$ cat config.mk
export PLATFORM = sky130hd
export DESIGN_NAME = scanline_color_run_plotter_core
export DESIGN_NICKNAME = d
export VERILOG_FILES = /design/src/hw/rtl/scrp_pkg.sv /design/src/hw/rtl/scanline_color_run_plotter_core.sv /design/src/hw/rtl/scrp_fifo.sv /design/src/hw/rtl/scrp_front.sv /design/src/hw/rtl/scrp_back.sv
export SDC_FILE = /design/constraint.sdc
export NUM_CORES = 1
export LEC_CHECK = 0
export BUFFER_PORTS_ARGS = -buffer_cell sky130_fd_sc_hd__buf_2
export CORE_MARGIN = 2
export CORE_UTILIZATION = 36
export DETAILED_ROUTE_END_ITERATION = 10
export SETUP_SLACK_MARGIN = 0.5
export SYNTH_ARGS = -nofsm -noshare
export SYNTH_HDL_FRONTEND = slang
export SYNTH_SLANG_ARGS = --single-unit
$ cat constraint.sdc
create_clock -name clk -period 8.8 [get_ports clk]
set_input_delay 0 -clock clk [delete_from_list [all_inputs] [get_ports clk]]
set_output_delay 0 -clock clk [all_outputs]
set_load 0.02 [all_outputs]
$ cat src/hw/rtl/scrp_pkg.sv
// Types, constants and helper functions of the scanline color run plotter.
package scrp_pkg;

    localparam int COL_W   = 10;
    localparam int ROW_W   = 9;
    localparam int COLOR_W = 6;
    localparam int ROWS_W  = 56;
    localparam int QUEUE_DEPTH = 2;
    localparam int NUM_LAYERS  = 7;
    localparam int LAYER_W     = 3;

    typedef enum logic [1:0] {
        KIND_DEF_START = 2'd0,
        KIND_LAYER     = 2'd1,
        KIND_SELECT    = 2'd2,
        KIND_VECTOR    = 2'd3
    } kind_t;

    typedef enum logic [2:0] {
        ST_BEGIN,
        ST_START,
        ST_LAYER,
        ST_SELECT,
        ST_VECTOR
    } back_state_t;

    // One request from the front: up to two runs to close, in order.
    typedef struct packed {
        logic               has_a;
        logic [COLOR_W-1:0] color_a;
        logic [COL_W-1:0]   xs_a;
        logic               has_b;
        logic [COLOR_W-1:0] color_b;
        logic [COL_W-1:0]   xs_b;
        logic [COL_W-1:0]   xe;
        logic [ROW_W-1:0]   row;
    } run_req_t;

    localparam logic [2:0] BG_CODE = 3'd7;

    localparam logic [7:0] RED_MASK [4] = '{8'h00, 8'h88, 8'hca, 8'hff};
    localparam logic [7:0] GRN_MASK [4] = '{8'h00, 8'h44, 8'hb2, 8'hff};
    localparam logic [7:0] BLU_MASK [4] = '{8'h00, 8'h22, 8'h2d, 8'hff};
    localparam logic [2:0] LAYER_CODE [NUM_LAYERS] =
        '{3'd1, 3'd2, 3'd3, 3'd4, 3'd6, 3'd5, 3'd0};

    function automatic logic [1:0] level(input logic [15:0] v);
        logic [1:0] res;
        if (v >= 16'd4096) res = 2'd3;
        else res = v[11:10];
        return res;
    endfunction

    function automatic logic [7:0] layer_mask(input logic [COLOR_W-1:0] color,
                                              input logic [LAYER_W-1:0] idx);
        logic [7:0] r;
        logic [7:0] g;
        logic [7:0] b;
        logic [7:0] m;
        r = RED_MASK[color[5:4]];
        g = GRN_MASK[color[3:2]];
        b = BLU_MASK[color[1:0]];
        case (idx)
            3'd0:    m = r & ~(g | b);
            3'd1:    m = g & ~(r | b);
            3'd2:    m = b & ~(r | g);
            3'd3:    m = r & g & ~b;
            3'd4:    m = r & b & ~g;
            3'd5:    m = g & b & ~r;
            3'd6:    m = r & g & b;
            default: m = 8'h00;
        endcase
        return m;
    endfunction

    function automatic logic [7:0] rotr(input logic [7:0] p, input int k);
        logic [15:0] d;
        d = {p, p} >> (k % 8);
        return d[7:0];
    endfunction

    // Seven rows of a layer half; each is the previous one rotated right by 3.
    function automatic logic [ROWS_W-1:0] pattern_half(input logic [7:0] p,
                                                       input logic half,
                                                       input int pattern_rows);
        logic [ROWS_W-1:0] res;
        int idx;
        res = '0;
        for (int i = 0; i < 7; i++) begin
            idx = half ? i + 7 : i;
            if (idx < pattern_rows) begin
                res[8*i +: 8] = half ? rotr(p, 3 * (i + 7)) : rotr(p, 3 * i);
            end
        end
        return res;
    endfunction

endpackage

$ cat src/hw/rtl/scanline_color_run_plotter_core.sv
// Top level of the scanline color run plotter.
// Pixels are pushed one per cycle while full is low; the front quantizes each pixel to a
// 6-bit color, tracks the open run and places a request into a two-entry queue only when a
// run closes, so a pixel that continues a run produces no result. The back takes requests
// from that queue and places at most one result per cycle into the output register, while
// that register is empty or being popped: a closed run gives a select and a vector result,
// and the first use of a color adds a start result, one or two halves for each non-empty
// layer and a step without a result for each empty layer. The back's sequencer sets the
// sustained throughput; full rises when the request queue holds two requests.
module scanline_color_run_plotter_core
#(
    parameter int MAX_COLUMNS  = 1024,
    parameter int MAX_ROWS     = 512,
    parameter int PATTERN_ROWS = 14
)
(
    input  logic        clk,
    input  logic        rst_n,
    input  logic        push,
    output logic        full,
    input  logic [15:0] red,
    input  logic [15:0] green,
    input  logic [15:0] blue,
    input  logic [8:0]  row,
    input  logic        last_in_line,
    output logic        empty,
    input  logic        pop,
    output logic [1:0]  kind,
    output logic [5:0]  color,
    output logic [2:0]  layer_code,
    output logic        half,
    output logic [55:0] rows_packed,
    output logic [9:0]  x_start,
    output logic [9:0]  x_end,
    output logic [8:0]  out_row,
    output logic        last
);

    logic               accept;
    logic               req_valid;
    scrp_pkg::run_req_t req;
    scrp_pkg::run_req_t head;
    logic               head_valid;
    logic               head_pop;

    assign accept = push && !full;

    scrp_front #(
        .MAX_COLUMNS (MAX_COLUMNS),
        .MAX_ROWS    (MAX_ROWS)
    ) u_front (
        .clk          (clk),
        .rst_n        (rst_n),
        .red          (red),
        .green        (green),
        .blue         (blue),
        .row          (row),
        .last_in_line (last_in_line),
        .accept       (accept),
        .req_valid    (req_valid),
        .req          (req)
    );

    scrp_fifo u_queue (
        .clk       (clk),
        .rst_n     (rst_n),
        .wr_en     (req_valid),
        .wr_data   (req),
        .full      (full),
        .rd_en     (head_pop),
        .rd_data   (head),
        .not_empty (head_valid)
    );

    scrp_back #(
        .PATTERN_ROWS (PATTERN_ROWS)
    ) u_back (
        .clk         (clk),
        .rst_n       (rst_n),
        .head        (head),
        .head_valid  (head_valid),
        .head_pop    (head_pop),
        .pop         (pop),
        .empty       (empty),
        .kind        (kind),
        .color       (color),
        .layer_code  (layer_code),
        .half        (half),
        .rows_packed (rows_packed),
        .x_start     (x_start),
        .x_end       (x_end),
        .out_row     (out_row),
        .last        (last)
    );

endmodule

$ cat src/hw/rtl/scrp_fifo.sv
// Short request queue between the front and the back of the plotter.
module scrp_fifo
(
    input  logic               clk,
    input  logic               rst_n,
    input  logic               wr_en,
    input  scrp_pkg::run_req_t wr_data,
    output logic               full,
    input  logic               rd_en,
    output scrp_pkg::run_req_t rd_data,
    output logic               not_empty
);

    localparam int PTR_W = (scrp_pkg::QUEUE_DEPTH > 1) ? $clog2(scrp_pkg::QUEUE_DEPTH) : 1;
    localparam int CNT_W = $clog2(scrp_pkg::QUEUE_DEPTH + 1);

    scrp_pkg::run_req_t mem [scrp_pkg::QUEUE_DEPTH];
    logic [PTR_W-1:0] wr_ptr_reg;
    logic [PTR_W-1:0] wr_ptr_next;
    logic [PTR_W-1:0] rd_ptr_reg;
    logic [PTR_W-1:0] rd_ptr_next;
    logic [CNT_W-1:0] count_reg;
    logic [CNT_W-1:0] count_next;
    logic             do_wr;
    logic             do_rd;

    assign full      = (count_reg == CNT_W'(scrp_pkg::QUEUE_DEPTH));
    assign not_empty = (count_reg != '0);
    assign do_wr     = wr_en && !full;
    assign do_rd     = rd_en && not_empty;
    assign rd_data   = mem[rd_ptr_reg];

    always_comb
    begin
        wr_ptr_next = wr_ptr_reg;
        rd_ptr_next = rd_ptr_reg;
        count_next  = count_reg;
        if (do_wr)
        begin
            wr_ptr_next = (wr_ptr_reg == PTR_W'(scrp_pkg::QUEUE_DEPTH - 1)) ? '0
                                                                            : wr_ptr_reg + 1'b1;
        end
        if (do_rd)
        begin
            rd_ptr_next = (rd_ptr_reg == PTR_W'(scrp_pkg::QUEUE_DEPTH - 1)) ? '0
                                                                            : rd_ptr_reg + 1'b1;
        end
        if (do_wr && !do_rd)
        begin
            count_next = count_reg + 1'b1;
        end
        else if (do_rd && !do_wr)
        begin
            count_next = count_reg - 1'b1;
        end
    end

    always_ff @(posedge clk or negedge rst_n)
    begin
        if (!rst_n)
        begin
            wr_ptr_reg <= '0;
            rd_ptr_reg <= '0;
            count_reg  <= '0;
        end
        else
        begin
            wr_ptr_reg <= wr_ptr_next;
            rd_ptr_reg <= rd_ptr_next;
            count_reg  <= count_next;
        end
    end

    always_ff @(posedge clk)
    begin
        if (do_wr)
        begin
            mem[wr_ptr_reg] <= wr_data;
        end
    end

endmodule

$ cat src/hw/rtl/scrp_front.sv
// Front of the plotter: quantizes pixels, tracks runs and issues run requests.
module scrp_front
#(
    parameter int MAX_COLUMNS = 1024,
    parameter int MAX_ROWS    = 512
)
(
    input  logic                clk,
    input  logic                rst_n,
    input  logic [15:0]         red,
    input  logic [15:0]         green,
    input  logic [15:0]         blue,
    input  logic [8:0]          row,
    input  logic                last_in_line,
    input  logic                accept,
    output logic                req_valid,
    output scrp_pkg::run_req_t  req
);

    logic [scrp_pkg::COL_W-1:0]   column_reg;
    logic [scrp_pkg::COL_W-1:0]   column_next;
    logic [scrp_pkg::COLOR_W-1:0] run_color_reg;
    logic [scrp_pkg::COLOR_W-1:0] run_color_next;
    logic [scrp_pkg::COL_W-1:0]   run_start_reg;
    logic [scrp_pkg::COL_W-1:0]   run_start_next;
    logic                         run_open_reg;
    logic                         run_open_next;
    logic [scrp_pkg::COLOR_W-1:0] color;
    logic [scrp_pkg::ROW_W-1:0]   row_sat;
    logic                         line_end;
    logic                         change;

    always_comb
    begin
        color    = {scrp_pkg::level(red), scrp_pkg::level(green), scrp_pkg::level(blue)};
        row_sat  = (32'(row) > MAX_ROWS - 1) ? scrp_pkg::ROW_W'(MAX_ROWS - 1) : row;
        line_end = last_in_line || (32'(column_reg) >= MAX_COLUMNS - 1);
        change   = run_open_reg && (color != run_color_reg);

        // A run that stays open keeps its color and start; otherwise this pixel opens one.
        if (run_open_reg && !change)
        begin
            run_color_next = run_color_reg;
            run_start_next = run_start_reg;
        end
        else
        begin
            run_color_next = color;
            run_start_next = column_reg;
        end
        run_open_next = !line_end;
        column_next   = line_end ? '0 : column_reg + 1'b1;

        req.has_a   = change;
        req.color_a = run_color_reg;
        req.xs_a    = run_start_reg;
        req.has_b   = line_end;
        req.color_b = run_color_next;
        req.xs_b    = run_start_next;
        req.xe      = column_reg;
        req.row     = row_sat;
        req_valid   = accept && (change || line_end);
    end

    always_ff @(posedge clk or negedge rst_n)
    begin
        if (!rst_n)
        begin
            column_reg    <= '0;
            run_color_reg <= '0;
            run_start_reg <= '0;
            run_open_reg  <= 1'b0;
        end
        else if (accept)
        begin
            column_reg    <= column_next;
            run_color_reg <= run_color_next;
            run_start_reg <= run_start_next;
            run_open_reg  <= run_open_next;
        end
    end

endmodule

$ cat src/hw/rtl/scrp_back.sv
// Back of the plotter: expands run requests into start, pattern, select and vector results.
module scrp_back
#(
    parameter int PATTERN_ROWS = 14
)
(
    input  logic                clk,
    input  logic                rst_n,
    input  scrp_pkg::run_req_t  head,
    input  logic                head_valid,
    output logic                head_pop,
    input  logic                pop,
    output logic                empty,
    output logic [1:0]          kind,
    output logic [5:0]          color,
    output logic [2:0]          layer_code,
    output logic                half,
    output logic [55:0]         rows_packed,
    output logic [9:0]          x_start,
    output logic [9:0]          x_end,
    output logic [8:0]          out_row,
    output logic                last
);

    scrp_pkg::back_state_t        state_reg;
    scrp_pkg::back_state_t        state_next;
    scrp_pkg::back_state_t        work;
    logic                         op_sel_reg;
    logic                         op_sel_next;
    logic [scrp_pkg::LAYER_W-1:0] layer_reg;
    logic [scrp_pkg::LAYER_W-1:0] layer_next;
    logic                         half_reg;
    logic                         half_next;
    logic [63:0]                  defined_reg;
    logic [63:0]                  defined_next;

    logic                         out_valid_reg;
    logic                         out_valid_next;
    scrp_pkg::kind_t              kind_reg;
    scrp_pkg::kind_t              kind_next;
    logic [5:0]                   color_reg;
    logic [5:0]                   color_next;
    logic [2:0]                   code_reg;
    logic [2:0]                   code_next;
    logic                         half_out_reg;
    logic                         half_out_next;
    logic [55:0]                  rows_reg;
    logic [55:0]                  rows_next;
    logic [9:0]                   xs_reg;
    logic [9:0]                   xs_next;
    logic [9:0]                   xe_reg;
    logic [9:0]                   xe_next;
    logic [8:0]                   row_reg;
    logic [8:0]                   row_next;
    logic                         last_reg;
    logic                         last_next;

    logic                         cur_op;
    logic [5:0]                   cur_color;
    logic [9:0]                   cur_xs;
    logic [7:0]                   mask;
    logic                         can_emit;
    logic                         emit;

    assign empty       = !out_valid_reg;
    assign kind        = kind_reg;
    assign color       = color_reg;
    assign layer_code  = code_reg;
    assign half        = half_out_reg;
    assign rows_packed = rows_reg;
    assign x_start     = xs_reg;
    assign x_end       = xe_reg;
    assign out_row     = row_reg;
    assign last        = last_reg;

    always_comb
    begin
        // At the start of a request without a changed run, go straight to the end-of-line run.
        cur_op    = op_sel_reg || ((state_reg == scrp_pkg::ST_BEGIN) && !head.has_a);
        cur_color = cur_op ? head.color_b : head.color_a;
        cur_xs    = cur_op ? head.xs_b : head.xs_a;
        mask      = scrp_pkg::layer_mask(cur_color, layer_reg);
        can_emit  = !out_valid_reg || pop;

        work = state_reg;
        if (state_reg == scrp_pkg::ST_BEGIN)
        begin
            work = defined_reg[cur_color] ? scrp_pkg::ST_SELECT : scrp_pkg::ST_START;
        end

        state_next    = state_reg;
        op_sel_next   = op_sel_reg;
        layer_next    = layer_reg;
        half_next     = half_reg;
        defined_next  = defined_reg;
        head_pop      = 1'b0;
        emit          = 1'b0;
        kind_next     = kind_reg;
        color_next    = color_reg;
        code_next     = code_reg;
        half_out_next = half_out_reg;
        rows_next     = rows_reg;
        xs_next       = xs_reg;
        xe_next       = xe_reg;
        row_next      = row_reg;
        last_next     = last_reg;

        if (head_valid && can_emit)
        begin
            color_next    = cur_color;
            code_next     = '0;
            half_out_next = 1'b0;
            rows_next     = '0;
            xs_next       = '0;
            xe_next       = '0;
            row_next      = '0;
            last_next     = 1'b0;
            op_sel_next   = cur_op;
            unique case (work)
                scrp_pkg::ST_START:
                begin
                    emit         = 1'b1;
                    kind_next    = scrp_pkg::KIND_DEF_START;
                    code_next    = scrp_pkg::BG_CODE;
                    defined_next = defined_reg | (64'd1 << cur_color);
                    layer_next   = '0;
                    half_next    = 1'b0;
                    state_next   = scrp_pkg::ST_LAYER;
                end
                scrp_pkg::ST_LAYER:
                begin
                    // Layers with an empty mask are skipped without a result.
                    emit          = (mask != 8'h00);
                    kind_next     = scrp_pkg::KIND_LAYER;
                    code_next     = scrp_pkg::LAYER_CODE[layer_reg];
                    half_out_next = half_reg;
                    rows_next     = scrp_pkg::pattern_half(mask, half_reg, PATTERN_ROWS);
                    if ((mask != 8'h00) && !half_reg && (PATTERN_ROWS > 7))
                    begin
                        half_next = 1'b1;
                    end
                    else
                    begin
                        half_next = 1'b0;
                        if (layer_reg == scrp_pkg::LAYER_W'(scrp_pkg::NUM_LAYERS - 1))
                        begin
                            state_next = scrp_pkg::ST_SELECT;
                        end
                        else
                        begin
                            layer_next = layer_reg + 1'b1;
                        end
                    end
                end
                scrp_pkg::ST_SELECT:
                begin
                    emit       = 1'b1;
                    kind_next  = scrp_pkg::KIND_SELECT;
                    state_next = scrp_pkg::ST_VECTOR;
                end
                scrp_pkg::ST_VECTOR:
                begin
                    emit       = 1'b1;
                    kind_next  = scrp_pkg::KIND_VECTOR;
                    xs_next    = cur_xs;
                    xe_next    = head.xe;
                    row_next   = head.row;
                    state_next = scrp_pkg::ST_BEGIN;
                    if (!cur_op && head.has_b)
                    begin
                        op_sel_next = 1'b1;
                    end
                    else
                    begin
                        last_next   = 1'b1;
                        op_sel_next = 1'b0;
                        head_pop    = 1'b1;
                    end
                end
                default:
                begin
                    state_next = scrp_pkg::ST_BEGIN;
                end
            endcase
        end

        if (emit)
        begin
            out_valid_next = 1'b1;
        end
        else if (pop)
        begin
            out_valid_next = 1'b0;
        end
        else
        begin
            out_valid_next = out_valid_reg;
        end
    end

    always_ff @(posedge clk or negedge rst_n)
    begin
        if (!rst_n)
        begin
            state_reg     <= scrp_pkg::ST_BEGIN;
            op_sel_reg    <= 1'b0;
            layer_reg     <= '0;
            half_reg      <= 1'b0;
            defined_reg   <= '0;
            out_valid_reg <= 1'b0;
        end
        else
        begin
            state_reg     <= state_next;
            op_sel_reg    <= op_sel_next;
            layer_reg     <= layer_next;
            half_reg      <= half_next;
            defined_reg   <= defined_next;
            out_valid_reg <= out_valid_next;
        end
    end

    always_ff @(posedge clk)
    begin
        if (emit)
        begin
            kind_reg     <= kind_next;
            color_reg    <= color_next;
            code_reg     <= code_next;
            half_out_reg <= half_out_next;
            rows_reg     <= rows_next;
            xs_reg       <= xs_next;
            xe_reg       <= xe_next;
            row_reg      <= row_next;
            last_reg     <= last_next;
        end
    end

endmodule

; ---- Word-level counts from Yosys, hierarchy flattened
; Memories as Yosys holds them, arrays and structs flattened.
; Cells that the tools add are included.
[totals]
register_bits = 202
mem_bits_rw = 106
romBits = 24
input_bits = 62
mem_count = 2
[mem_list]
columns = name, depth, word_bits, read_ports, rd_clocked_by_memory_dff, write_ports, line_no
row1 = u_queue.mem, 2, 53, 1, 0, 1, scrp_fifo.sv:17  ; scrp_pkg::run_req_t mem [scrp_pkg::QUEUE_DEPTH];
row2 = (no name shown), 8, 3, 1, 0, 0, scrp_back.sv:135  ; code_next = scrp_pkg::LAYER_CODE[layer_reg];
[op_classes]
n_addsub = 6
order_cmp = 16
eq_ne = 15
shift = 1
mux = 63
bitwise = 24
n_reduce_logical = 47
[ops]
columns = cell, n
row1 = 32-bit by 5-bit less-than comparator with 1-bit output (second input constant), 7
row2 = 8-bit 2-to-1 mux, 13
row3 = 8-bit AND, 10
row4 = 64-bit bitwise OR, 1
row5 = 1-bit by 6-bit left shift with 64-bit output (first input constant), 1
row6 = 8-bit case mux with 7 select lines, 1
row7 = 8-bit binary-select mux with 2-bit select, 3
row8 = 16-bit by 13-bit greater-or-equal comparator with 1-bit output (second input constant), 3
row9 = 8-bit NOT, 6
row10 = 10-bit 2-to-1 mux, 3
row11 = 3-bit 2-to-1 mux, 8
row12 = 4-bit 2-to-1 mux, 6
row13 = 8-bit bitwise OR, 3
row14 = 2-bit AND reduction, 10
row15 = 1-bit 2-to-1 mux, 14
row16 = 3-bit by 2-bit == test with 1-bit output (second input constant), 4
row17 = 3-bit == test (second input constant), 4
row18 = 1-bit logical AND, 12
row19 = 2-bit 2-to-1 mux, 6
row20 = 6-bit 2-to-1 mux, 2
row21 = 3-bit case mux with 2 select lines, 2
row22 = 10-bit by 1-bit adder with 10-bit output (second input constant), 1
row23 = 10-bit greater-or-equal comparator (second input constant), 1
row24 = 3-bit greater-or-equal comparator (second input constant), 3
row25 = 26 further kinds, 48

; ---- Depth between registers and ports, before layout
; Gate-level depths: netlist of the first run.
; An unclocked memory read counts as a cell.
[logic_depth]
depth_word = 17
ltp_mapped = 16

; ---- Cells and area by module
; Synthesis of the first run repeated with hierarchy kept, for this count alone.
[unflattened]
cells_unflattened = 1108
area_unflattened_um2 = 13257.7
[modules_own_cells]
columns = mod, n_inst, cells_per_inst, area_each_um2, seq_area_each_um2
row1 = scrp_back, 1, 768, 7335.8, 3328.2
row2 = scrp_fifo, 1, 184, 4272.8, 3283.1
row3 = scrp_front, 1, 155, 1635.3, 675.6
row4 = scanline_color_run_plotter_core, 1, 1, 13.8, 0.0

; ---- Worst setup path before layout of the first run
; Ideal clock, no wire load.
[synth_path]
path_type = flip-flop to flip-flop
from = register u_front.column_reg[0] (netlist bit)
to = memory u_queue.mem[0][0] (netlist bit), enable pin
setup_ns = 0.529
arrival_ns = 5.099
required_ns = 8.271
setup_slack_ns = 3.172
path_stages_with_launch = 9
synth_period_minus_slack_ns = 5.628
cell_sequence = dfrtp_1 ha_1 and3_1 and3_1 and3_1 a31oi_1 inv_1 nor2_1 nor3_1
[synth_rtl]
columns = element, line_no
row1 = "start, declared", scrp_front.sv:20  ; logic [scrp_pkg::COL_W-1:0] column_reg;
row2 = "start signal, assigned", scrp_front.sv:76  ; column_reg <= column_next;
row3 = "end, declared", scrp_fifo.sv:17

; ---- Worst setup path in the final report of the first run
[layout_path]
from = register u_back.state_reg[1]
to = register u_back.out_valid_reg
[layout_via]
elab_chain_cells = 16
[layout_rtl]
columns = element, line_no
row1 = "start, declared", scrp_back.sv:25  ; scrp_pkg::back_state_t state_reg;
row2 = "start signal, assigned", scrp_back.sv:205  ; state_reg <= scrp_pkg::ST_BEGIN;
row3 = "start signal, assigned", scrp_back.sv:214  ; state_reg <= state_next;
row4 = branches (longest 13 deep; another with 6-bit 2-to-1 mux), n/a
row5 = 1-bit case mux with 2 select lines *, scrp_back.sv:119  ; unique case (work)
row6 = 1-bit 2-to-1 mux *, scrp_back.sv:108  ; if (head_valid && can_emit)
row7 = net u_back.emit, scrp_back.sv:63  ; logic emit;
row8 = 1-bit 2-to-1 mux / 2-bit nonzero test (equally long branches), n/a
row9 = "end signal, assigned", scrp_back.sv:219  ; out_valid_reg <= out_valid_next;
row10 = "end, declared", scrp_back.sv:37  ; logic out_valid_reg;
; Mark *: on every way through the listed nets, which the timed path passes. The select of a mux whose other input is x is not followed.
; A chain may end at the register's enable or synchronous reset.

==> out/metrics.yaml, run 1 <==
period_share_pct: 62.2
ys_types: 73
hold_viol_final: 0
cts_tree: "yes"
yosysSeqAreaShare_pct: 58.5
clock-sinks: 260
insertion_delay_ns: 0.55
vdd_drop_max_mv: 0.197
final_common_cell: "edfxtp_1"
clock_skew_ns: 0.0109
dpl_cell_area_um2: 13200
grt_max_degree: 75
cts_buffer_depth: 3
cts_setup_buffers: 0
syn-mean-instance-area_um2: 12.4
final_area_um2: 14400
htreeDepth: 1
end_kind: "register"
power.density_nw_per_um2: 386
start_util_pct: 36.3
synth_edf_count: 156
die_h_um: 190
wl_per_cell_um: 18.7
fp.dieArea_um2: 36100
die_w_um: 190
antenna_found_initial: 0
p_leak_nw: 5.72
syn_inst: 1003
numCtsBuffers: 29
arrival_ns: 5.91
viasPerCell: 5.30
nets: 1181
grt_pass1_vias: 8385
hold_path_class: "input pin to asynchronous set/reset pin"
path_clk_slew_ns: 0.06
synth_top_area_share_pct: 37.6
vias: 8428
drt_iter0_markers: 535
fin_ws_ns: 3.33
largest_reg_flops: 106
rsz0062_at_grt: "false"
ant_nets: 0
stdcell_count: 1591
tightestPinTransition_ns: 1.08
timing.fmax_mhz: 183
yosys.area.top_type: "edfxtp_1"
grt_usage_pct: 16.4
required_ns: 9.24
syn_to_final_growth_pct: 15.9
fin_tns_setup_ns: 0
synthesis.nets: 1071
relSlewSlack_pct: 26.5
pre_cts_slack_ns: 3.34
finalMaxSlewViolations: 0
drcViolationCount: 0
grt_pass1_wl_mm: 47.0
num_antenna_cells: 0
worst_setup_path_start_kind: "register"
dp_hpwl_mm: 19.4
ys_seq_elements: 260
cts_root_buf: "clkbuf_16"
placedCellCount: 1508
wirelength_mm: 29.7
status: "completed"
critical_path_class: "register to register"
cap_violations: 0
synthArstFlopShare_pct: 40.0
rows: 68
period_minus_slack_ns: 5.47
ys.flop_type: "edfxtp_1"
core_um2: 34300
crit_fanout: 31
ys_top_cells_by_area: "edfxtp_1 (38%), dfrtp_1 (21%), mux2i_1 (4.7%)"
post-route-util_pct: 42.1
gp_congestion: 0.867
firstDrtPassIters: 5
setup_viol: 0
pin_count: 162
port_buffers: 131
final_cell_mix: "edfxtp_1 (156), buf_2 (130), dfrtp_1 (103)"
layout-drive-gt1-share_pct: 24.1
gr-total-overflow: 0
syn_area_um2: 12400
yosysWarnings: 0
[final cells by class]
type,count,area (um^2)
Multi-Input combinational cell,614,4450
Fill cell,3186,19900
Inverter,36,135
Timing Repair Buffer,172,1040
Sequential cell,260,7290
Tap cell,455,569
Clock buffer,34,744
Clock inverter,20,194
[synthesized netlist by cell type (3+ instances only)]
cell / count
inv_2: 4
ha_1: 6
o221ai_1: 5
and2_1: 11
buf_6: 4
a32oi_1: 8
a21o_1: 3
a31oi_1: 13
a211oi_1: 19
nand2_1: 90
edfxtp_1: 156
dfrtp_1: 104
or4_1: 3
o21ai_0: 35
buf_4: 51
nor3_1: 12
nand3b_1: 9
buf_1: 5
a311oi_1: 4
o21bai_4: 10
mux2_2: 38
xnor2_1: 7
o211ai_1: 14
mux2i_1: 58
xor2_1: 7
nor2_1: 76
o32ai_1: 4
nor4_1: 3
clkbuf_1: 21
a221oi_1: 5
o22ai_1: 3
nand2b_1: 3
nor2b_1: 12
buf_2: 11
and3_1: 6
inv_1: 31
nand3_1: 15
a21oi_1: 30
o21bai_1: 45
nand4_1: 6
mux2i_2: 3
mux4_2: 10
o2bb2ai_1: 6
a31o_2: 3
[report_power, final]
part           total [W]  internal (W)  leakage [nW]  switching (W)
Combinational    0.00240      0.000824          2.47        0.00157
Clock            0.00119      0.000695         0.451       0.000496
Sequential       0.00198       0.00177          2.81       0.000211
[cell families (layout without fill, tap and decap cells)]
| family | after synthesis | after routing | synth area share [%] |
|---|---|---|---|
| AO/OA/AOI/OAI | 226 | 226 | 13.9 |
| multiplexers | 110 | 110 | 10.4 |
| buffers and inverters | 129 | 262 | 5.87 |
| flip-flops | 260 | 260 | 58.5 |
| adder cells (fa/ha/maj) | 6 | 6 | 0.603 |
| AND/OR/NAND/NOR | 258 | 258 | 9.74 |
| XOR/XNOR | 14 | 14 | 0.985 |
[worst paths after layout]
| kind | start | slack (ns) | cells past startpoint | to |
|---|---|---|---|---|
| min reg2reg | u_back.defined_reg[49] | 0.46 | 2 | u_back.defined_reg[49] |
| max reg2reg | u_back.state_reg[1] | 3.33 | 12 | u_back.out_valid_reg |
| max in group asynchronous | rst_n | 7.49 | 3 | u_back.defined_reg[44] |
| max | u_back.state_reg[1] | 3.33 | 12 | u_back.out_valid_reg |
| min | rst_n | 0.006 | 2 | u_front.column_reg[8] |
| min in group clk | row[4] | 0.17 | 2 | u_queue.mem[0][4] |
[per-layer routing]
metal	share of wire, %	track usage (%)
met4	2.3	4.11
met5	0	0
met3	6.4	2.77
met2	47	26.9
met1	44	22.7
[worst max-delay path: stages (launching register included)]
cell and delay, ns:
dfrtp_1 0.49, or3_4 0.43, o21ai_4 0.74, mux2i_2 0.98, inv_2 0.37, a32oi_1 0.30, o221ai_1 0.21, a221oi_1 0.41
nand3_1 0.20, o21ai_0 0.41, a21oi_4 0.25, buf_4 0.33, o21bai_1 0.21
[per-stage QoR]
| stage | power [W] | hold WS (ns) |
|---|---|---|
| 2_1_floorplan | 0.00382 | -0.296 |
| 3_5_place_dp | 0.00439 | 0.0192 |
| 3_3_place_gp | 0.00436 | 0.0136 |
| 4_1_cts | 0.00561 | 0.0298 |
| 5_1_grt | 0.00590 | 0.0543 |
| 6_report | 0.00557 | 0.00632 |
[repair_timing]
| action | in CTS | in global routing |
|---|---|---|
| gates resized for setup | 0 | 0 |
| endpoints found under the hold margin | 90 | 0 |
| hold buffers | 29 | 0 |
No activity file was read; power rests on OpenSTA's default activity.
==> inputs of run 2 (changes only) <==
--- a/config.mk
+++ b/config.mk
@@ -5,6 +5,7 @@
 export SDC_FILE = /design/constraint.sdc
 export NUM_CORES = 1
 export LEC_CHECK = 0
+export ABC_AREA = 1
 export BUFFER_PORTS_ARGS = -buffer_cell sky130_fd_sc_hd__buf_2
 export CORE_MARGIN = 2
 export CORE_UTILIZATION = 36
==> constraint.sdc (replaced) <==
create_clock -name clk -period 5.1 [get_ports clk]
set_input_delay 0 -clock clk [delete_from_list [all_inputs] [get_ports clk]]
set_output_delay 0 -clock clk [all_outputs]
set_load 0.02 [all_outputs]
==> out/metrics.yaml, run 2 <==
timing.fmax_mhz: 238  # +30%
final_common_cell: "nand2_1"
power.density_nw_per_um2: 713  # +85%
synthMostInstantiatedCell: "nand2_1"
ys_top_cells_by_area: "edfxtp_1 (36%), dfrtp_1 (20%), nand2_1 (14%)"
synth_compound_area_share_pct: 7.53  # -6.4 points
wirelength_mm: 33.3  # +12%
yosysSeqAreaShare_pct: 55.3  # -3.3 points
vdd_drop_max_mv: 0.362  # +84%
num_antenna_cells: 0  # unchanged
p_sw_w: 0.00508  # +120%
cts_root_buf: "clkbuf_16"
die_w_um: 195  # +2.8%
synth_top_family_by_area: "simple AND/OR/NAND/NOR gates"
synthesis.nets: 1580  # +48%
period_minus_slack_ns: 4.21  # -1.26 ns
cts_buffer_depth: 3  # unchanged
final_cell_mix: "nand2_1 (490), edfxtp_1 (156), buf_2 (130)"
total_power_w: 0.0108  # +93%
ys.flop_type: "edfxtp_1"
rrSetupSlack_ns: 0.89  # -2.44 ns
fp.dieArea_um2: 38200  # +5.8%
synthXorXnorAreaFrac_pct: 0.797  # -0.19 points
cts_setup_buffers: 0  # unchanged
synth_common_cells: "nand2_1 (490), edfxtp_1 (156), inv_1 (122)"
synthSimpleGateAreaFrac_pct: 25.8  # +16 points
nets: 1668  # +41%
rsz0062_at_grt: "false"
core_um2: 36300  # +6.0%
switching_share_pct: 47.2  # +6.3 points
fin_tns_setup_ns: 0  # unchanged
synthArstFlopShare_pct: 40.0  # unchanged
yosys.area.top_type: "edfxtp_1"
path_clk_slew_ns: 0.06  # about the same
status: "completed"
clock-sinks: 260  # unchanged
clock_skew_ns: 0.0145  # +0.00360 ns
tightestPinTransition_ns: 1.12  # +0.0393 ns
htreeDepth: 1  # unchanged
cts_tree: "yes"
grt_usage_pct: 17.1  # +0.73 points
viasPerCell: 5.03  # -5.0%
die_h_um: 195  # +2.8%
hold_path_class: "input pin to asynchronous set/reset pin"
gr-total-overflow: 0  # unchanged
syn-mean-instance-area_um2: 8.72  # -30%
vias: 10500  # +25%
pin_count: 162  # unchanged
ys_types: 43  # -41%
worst_setup_path_start_kind: "register"
critical_path_class: "register to register"
internal_power_w: 0.00567  # +72%
end_kind: "register"
grt_pass1_vias: 9846  # +17%
synth_edf_count: 156  # unchanged
arrival_ns: 4.40  # -1.51 ns
ys_seq_elements: 260  # unchanged
syn_inst: 1512  # +51%
dp_hpwl_mm: 20.8  # +7.4%
hold_viol_final: 0  # unchanged
grt_pass1_wl_mm: 52.7  # +12%
syn_to_final_growth_pct: 14.4
setup_viol: 0  # unchanged
firstDrtPassIters: 5  # unchanged
start_util_pct: 36.3  # -0.036 points
required_ns: 5.29  # -3.95 ns
crit_fanout: 36  # +16%
finalMaxSlewViolations: 0  # unchanged
relSlewSlack_pct: 25.1  # -1.4 points
grt_max_degree: 69  # -8.0%
layout-drive-gt1-share_pct: 15.1  # -9.0 points
drcViolationCount: 0  # unchanged
drt_iter0_markers: 900  # +68%
yosys.area_share.adder_pct: 0.569  # -0.034 points
wl_per_cell_um: 15.9  # -15%
period_share_pct: 82.5  # +20 points
synth_top_area_share_pct: 35.5  # -2.1 points
clkPwrFrac_pct: 19.0  # -2.4 points
numCtsBuffers: 30  # +3.4%
yosys-mux-area-fraction_pct: 0.228  # -10 points
cap_violations: 0  # unchanged
port_buffers: 131  # unchanged
rows: 70  # +2.9%
syn_area_um2: 13200  # +5.9%
gp_congestion: 0.840  # -3.2%
largest_reg_flops: 106  # unchanged
antenna_found_initial: 0  # unchanged
p_seq_share_pct: 31.4  # -4.2 points
yosysWarnings: 0  # unchanged
ant_nets: 0  # unchanged
insertion_delay_ns: 0.56  # about the same
p_leak_nw: 6.83  # +19%
combPwrFrac_pct: 49.6  # +6.6 points
-- run 2: cell types whose count changed in the layout (fill, tap and decap cells not counted), sizes merged, moves of 46 or more --
cell    previous run  this run
inv               36       131
mux2i             61         3
nand2             90       510
nand3             15        69
nand4              6        73
nor2              76       125
o21ai             37       112
o21bai            55         9
-- run 2: worst paths after layout --
kind / cells past startpoint / startpoint / to
max in group asynchronous: 3 / rst_n / u_front.run_start_reg[1]
min in group clk: 3 / red[14] / u_queue.mem[0][34]
max reg2reg: 21 / u_queue.rd_ptr_reg / u_back.x_start[6]
min: 2 / rst_n / u_back.defined_reg[49]
min reg2reg: 2 / u_back.defined_reg[31] / u_back.defined_reg[31]
max: 21 / u_queue.rd_ptr_reg / u_back.x_start[6]
-- run 2: stage by stage --
stage               hold WS [ns]  instance area (um^2)  worst slack, ns  util (%)  cells
floorplan                 -0.296                 13200            0.994         -   1512
global placement          0.0762                 13900            0.586      38.1   2012
detailed placement        0.0754                 13900            0.565      38.1   2012
CTS                      0.00392                 15000            0.530      41.4   2091
global route              0.0295                 15100            0.541      41.5   2092
finish                    0.0169                 15100            0.893      41.5   2092
-- run 2: kinds of logic (layout without fill, tap and decap cells) --
group,count (synthesis),after routing
AND/OR/NAND/NOR,791,792
adder cells (fa/ha/maj),6,6
XOR/XNOR,12,12
AO/OA/AOI/OAI,186,186
multiplexers,3,3
buffers and inverters,254,365
flip-flops,260,260
-- run 2: area by class of cell --
| cell class | count | area [um^2] |
|---|---|---|
| Fill cell | 3535 | 21300 |
| Sequential cell | 260 | 7290 |
| Multi-Input combinational cell | 999 | 4670 |
| Timing Repair Buffer | 178 | 1080 |
| Clock buffer | 46 | 892 |
| Tap cell | 468 | 586 |
| Inverter | 131 | 494 |
| Clock inverter | 10 | 62.6 |
-- run 2: power by group through the flow --
| stage | clock network, W | registers (W) | logic [W] |
|---|---|---|---|
| final | 0.00204 | 0.00337 | 0.00534 |
| after detailed placement | 0 | 0.00341 | 0.00525 |
| after global placement | 0 | 0.00339 | 0.00523 |
| after CTS | 0.00209 | 0.00338 | 0.00528 |
| after floorplan | 0 | 0.00363 | 0.00384 |
| after global routing | 0.00217 | 0.00345 | 0.00590 |
-- run 2: repair_timing --
item,CTS,global route
hold endpoints to repair,92,0
hold buffers,23,0
endpoints found under the setup margin,0,117
gates resized for setup,0,5
-- run 2: worst max-delay path, stage by stage, from the launching register on --
cell,delay [ns]
dfrtp_1,0.67
inv_4,0.06
nand2_2,0.07
nand2_2,0.06
nand2_4,0.10
nand2_4,0.28
inv_2,0.13
buf_4,0.30
nand2_1,0.08
nand2_1,0.25
buf_4,0.31
nand2_1,0.16
inv_1,0.12
a21oi_1,0.05
nand2_1,0.07
nand3_1,0.12
nand2_1,0.09
nor2_1,0.05
nand2_1,0.11
nand2_1,0.13
a21oi_4,0.16
buf_4,0.42
-- run 2: routing by layer --
layer  vias up  global-route usage [%]  part of all wire, %
li1       5118                       -                    -
met1      4963                    23.4                   45
met2       384                    27.9                   46
met3        65                    2.33                  5.9
met4         0                    6.16                  3.2
met5         -                       0                    0
==> inputs of run 3 (changes only) <==
--- a/config.mk
+++ b/config.mk
@@ -5,7 +5,7 @@
 export SDC_FILE = /design/constraint.sdc
 export NUM_CORES = 1
 export LEC_CHECK = 0
-export ABC_AREA = 1
+export ABC_AREA = 0
 export BUFFER_PORTS_ARGS = -buffer_cell sky130_fd_sc_hd__buf_2
 export CORE_MARGIN = 2
 export CORE_UTILIZATION = 36
==> constraint.sdc (replaced) <==
create_clock -name clk -period 4.2 [get_ports clk]
set_input_delay 0 -clock clk [delete_from_list [all_inputs] [get_ports clk]]
set_output_delay 0 -clock clk [all_outputs]
set_load 0.02 [all_outputs]
==> out/metrics.yaml, run 3 (same netlist as run 1, synthesis figures left out) <==
reg2reg_from: "u_queue.rd_ptr_reg"
fp.dieArea_um2: 36100  # -5.5%
rrSetupSlack_ns: 0.60  # -0.29 ns
stdcell_count: 1645  # -21%
port_buffers: 131  # unchanged
nets: 1236  # -26%
required_ns: 4.64  # -0.65 ns
cp_common_cell: "buf_4"
grt_pass1_vias: 8327  # -15%
layout-drive-gt1-share_pct: 30.1  # +15 points
drt_iter0_markers: 541  # -40%
switching_share_pct: 41.1  # -6.2 points
cts_tree: "yes"
period_share_pct: 85.7  # +3.2 points
cap_violations: 0  # unchanged
relSlewSlack_pct: 46.0  # +21 points
final_cell_mix: "edfxtp_1 (156), buf_2 (130), dfrtp_1 (101)"
slowest_delay_ns: 0.52  # -0.15 ns
firstDrtPassIters: 5  # unchanged
gr-total-overflow: 0  # unchanged
p_seq_share_pct: 34.0  # +2.6 points
cts_buffer_depth: 3  # unchanged
insertion_delay_ns: 0.56  # about the same
core_um2: 34300  # -5.7%
end_kind: "register"
largest_reg_flops: 106  # unchanged
numCtsBuffers: 28  # -6.7%
p_sw_w: 0.00506  # -0.45%
syn_to_final_growth_pct: 21.6
pin_count: 162  # unchanged
fin_tns_setup_ns: 0  # unchanged
wl_per_cell_um: 18.5  # +16%
post-route-util_pct: 44.1  # +2.7 points
clock_skew_ns: 0.0233  # +0.00880 ns
reg2reg_to: "u_back.layer_reg[1]"
period_minus_slack_ns: 3.60  # -0.607 ns
hold_viol_final: 0  # unchanged
clock-sinks: 260  # unchanged
rsz0062_at_grt: "true"
placedCellCount: 1538  # -24%
drcViolationCount: 0  # unchanged
internal_power_w: 0.00725  # +28%
tightestPinTransition_ns: 0.808  # -0.312 ns
dp_hpwl_mm: 20.1  # -3.3%
rows: 68  # -2.9%
gp_congestion: 0.875  # +4.3%
cts_root_buf: "clkbuf_16"
setup_viol: 0  # unchanged
crit_path_start: "u_queue.rd_ptr_reg"
grt_usage_pct: 16.5  # -0.61 points
vias: 8580  # -19%
final_common_cell: "edfxtp_1"
power.density_nw_per_um2: 814  # +14%
timing.fmax_mhz: 278  # +17%
crit_fanout: 12  # -67%
die_w_um: 190  # -2.8%
htreeDepth: 1  # unchanged
antenna_found_initial: 0  # unchanged
p_leak_nw: 6.05  # -11%
critical_path.cell_chain: "mux2_4 -> o21ai_4 -> buf_4 -> buf_4 -> a21o_4 -> inv_2 -> o211ai_1 -> a32oi_2 -> a2111oi_4 -> a311oi_2 -> nand2b_4 -> or4b_4 -> o2bb2ai_1"
wirelength_mm: 30.5  # -8.5%
combPwrFrac_pct: 47.3  # -2.3 points
clkPwrFrac_pct: 18.7  # -0.3 points
hold_path_class: "input pin to asynchronous set/reset pin"
worst_setup_path_start_kind: "register"
num_antenna_cells: 0  # unchanged
arrival_ns: 4.04  # -0.36 ns
start_util_pct: 36.3  # +0.036 points
vdd_drop_max_mv: 0.432  # +19%
critical_path_class: "register to register"
worst-r2r-cell-count: 13  # -38%
cp_slowest_cell: "dfrtp_4"
grt_pass1_wl_mm: 46.9  # -11%
die_h_um: 190  # -2.8%
ant_nets: 0  # unchanged
finalMaxSlewViolations: 0  # unchanged
path_clk_slew_ns: 0.06  # about the same
status: "completed"
grt_max_degree: 51  # -26%
viasPerCell: 5.22  # +3.6%
-- run 3: metal layers --
| metal | GRT usage [%] | wire length (um) | up-vias |
|---|---|---|---|
| li1 | - | - | 4005 |
| met1 | 23.2 | 14000 | 4247 |
| met2 | 26.5 | 13900 | 263 |
| met3 | 2.47 | 1530 | 65 |
| met4 | 5.04 | 979 | 0 |
| met5 | 0 | 0 | - |
-- run 3: final cells by class --
cell class                 instances  area [um^2]
timing repair buffer             228         1530
fill                            3100        19200
clock buffer                      40          766
tap                              455          569
multi-input combinational        614         4730
sequential                       260         7290
inverter                          36          140
clock inverter                    12         96.3
-- run 3: metrics by stage --
step	power, W	hold slack, ns	area, um^2	setup slack [ns]
global placement	0.00939	0.0860	13500	0.290
detailed placement	0.00943	0.102	13500	0.271
CTS	0.0120	0.0599	14800	0.510
finish	0.0123	0.00921	15100	0.600
floorplan	0.00801	-0.296	12500	0.521
global route	0.0130	0.0751	15100	0.458
-- run 3: what timing repair did --
item                                   4_1_cts  5_1_grt
buffers inserted                            10       17
gates cloned                                 0        0
endpoints found under the hold margin       97        0
pin swaps                                    3       12
setup endpoints to repair                  114       74
resized for setup                           22       40
hold buffers                                28        0
-- run 3: critical path, delay by kind of cell (launching register included) --
| family | cells | cell delay [ns] |
|---|---|---|
| flops | 1 | 0.52 |
| simple gates | 2 | 0.69 |
| mux | 1 | 0.35 |
| buf+inv | 3 | 0.42 |
| compound gates | 7 | 1.48 |
-- run 3: worst max path at each step --
| stage | to | slack, ns | cells past startpoint |
|---|---|---|---|
| after floorplan | u_back.color[0] | 0.52 | 11 |
| after global placement | u_back.defined_reg[23] | 0.29 | 12 |
| after detailed placement | u_back.layer_reg[1] | 0.27 | 12 |
| after CTS | u_back.layer_reg[1] | 0.51 | 12 |
| after global routing | u_back.layer_reg[1] | 0.46 | 12 |
| final | u_back.layer_reg[1] | 0.60 | 13 |
-- run 3: power groups by stage --
stage | clock network, W | logic [W] | registers [W]
finish | 0.00230 | 0.00583 | 0.00418
global placement | 0 | 0.00522 | 0.00418
global route | 0.00245 | 0.00626 | 0.00428
CTS | 0.00236 | 0.00545 | 0.00418
floorplan | 0 | 0.00363 | 0.00438
detailed placement | 0 | 0.00524 | 0.00420
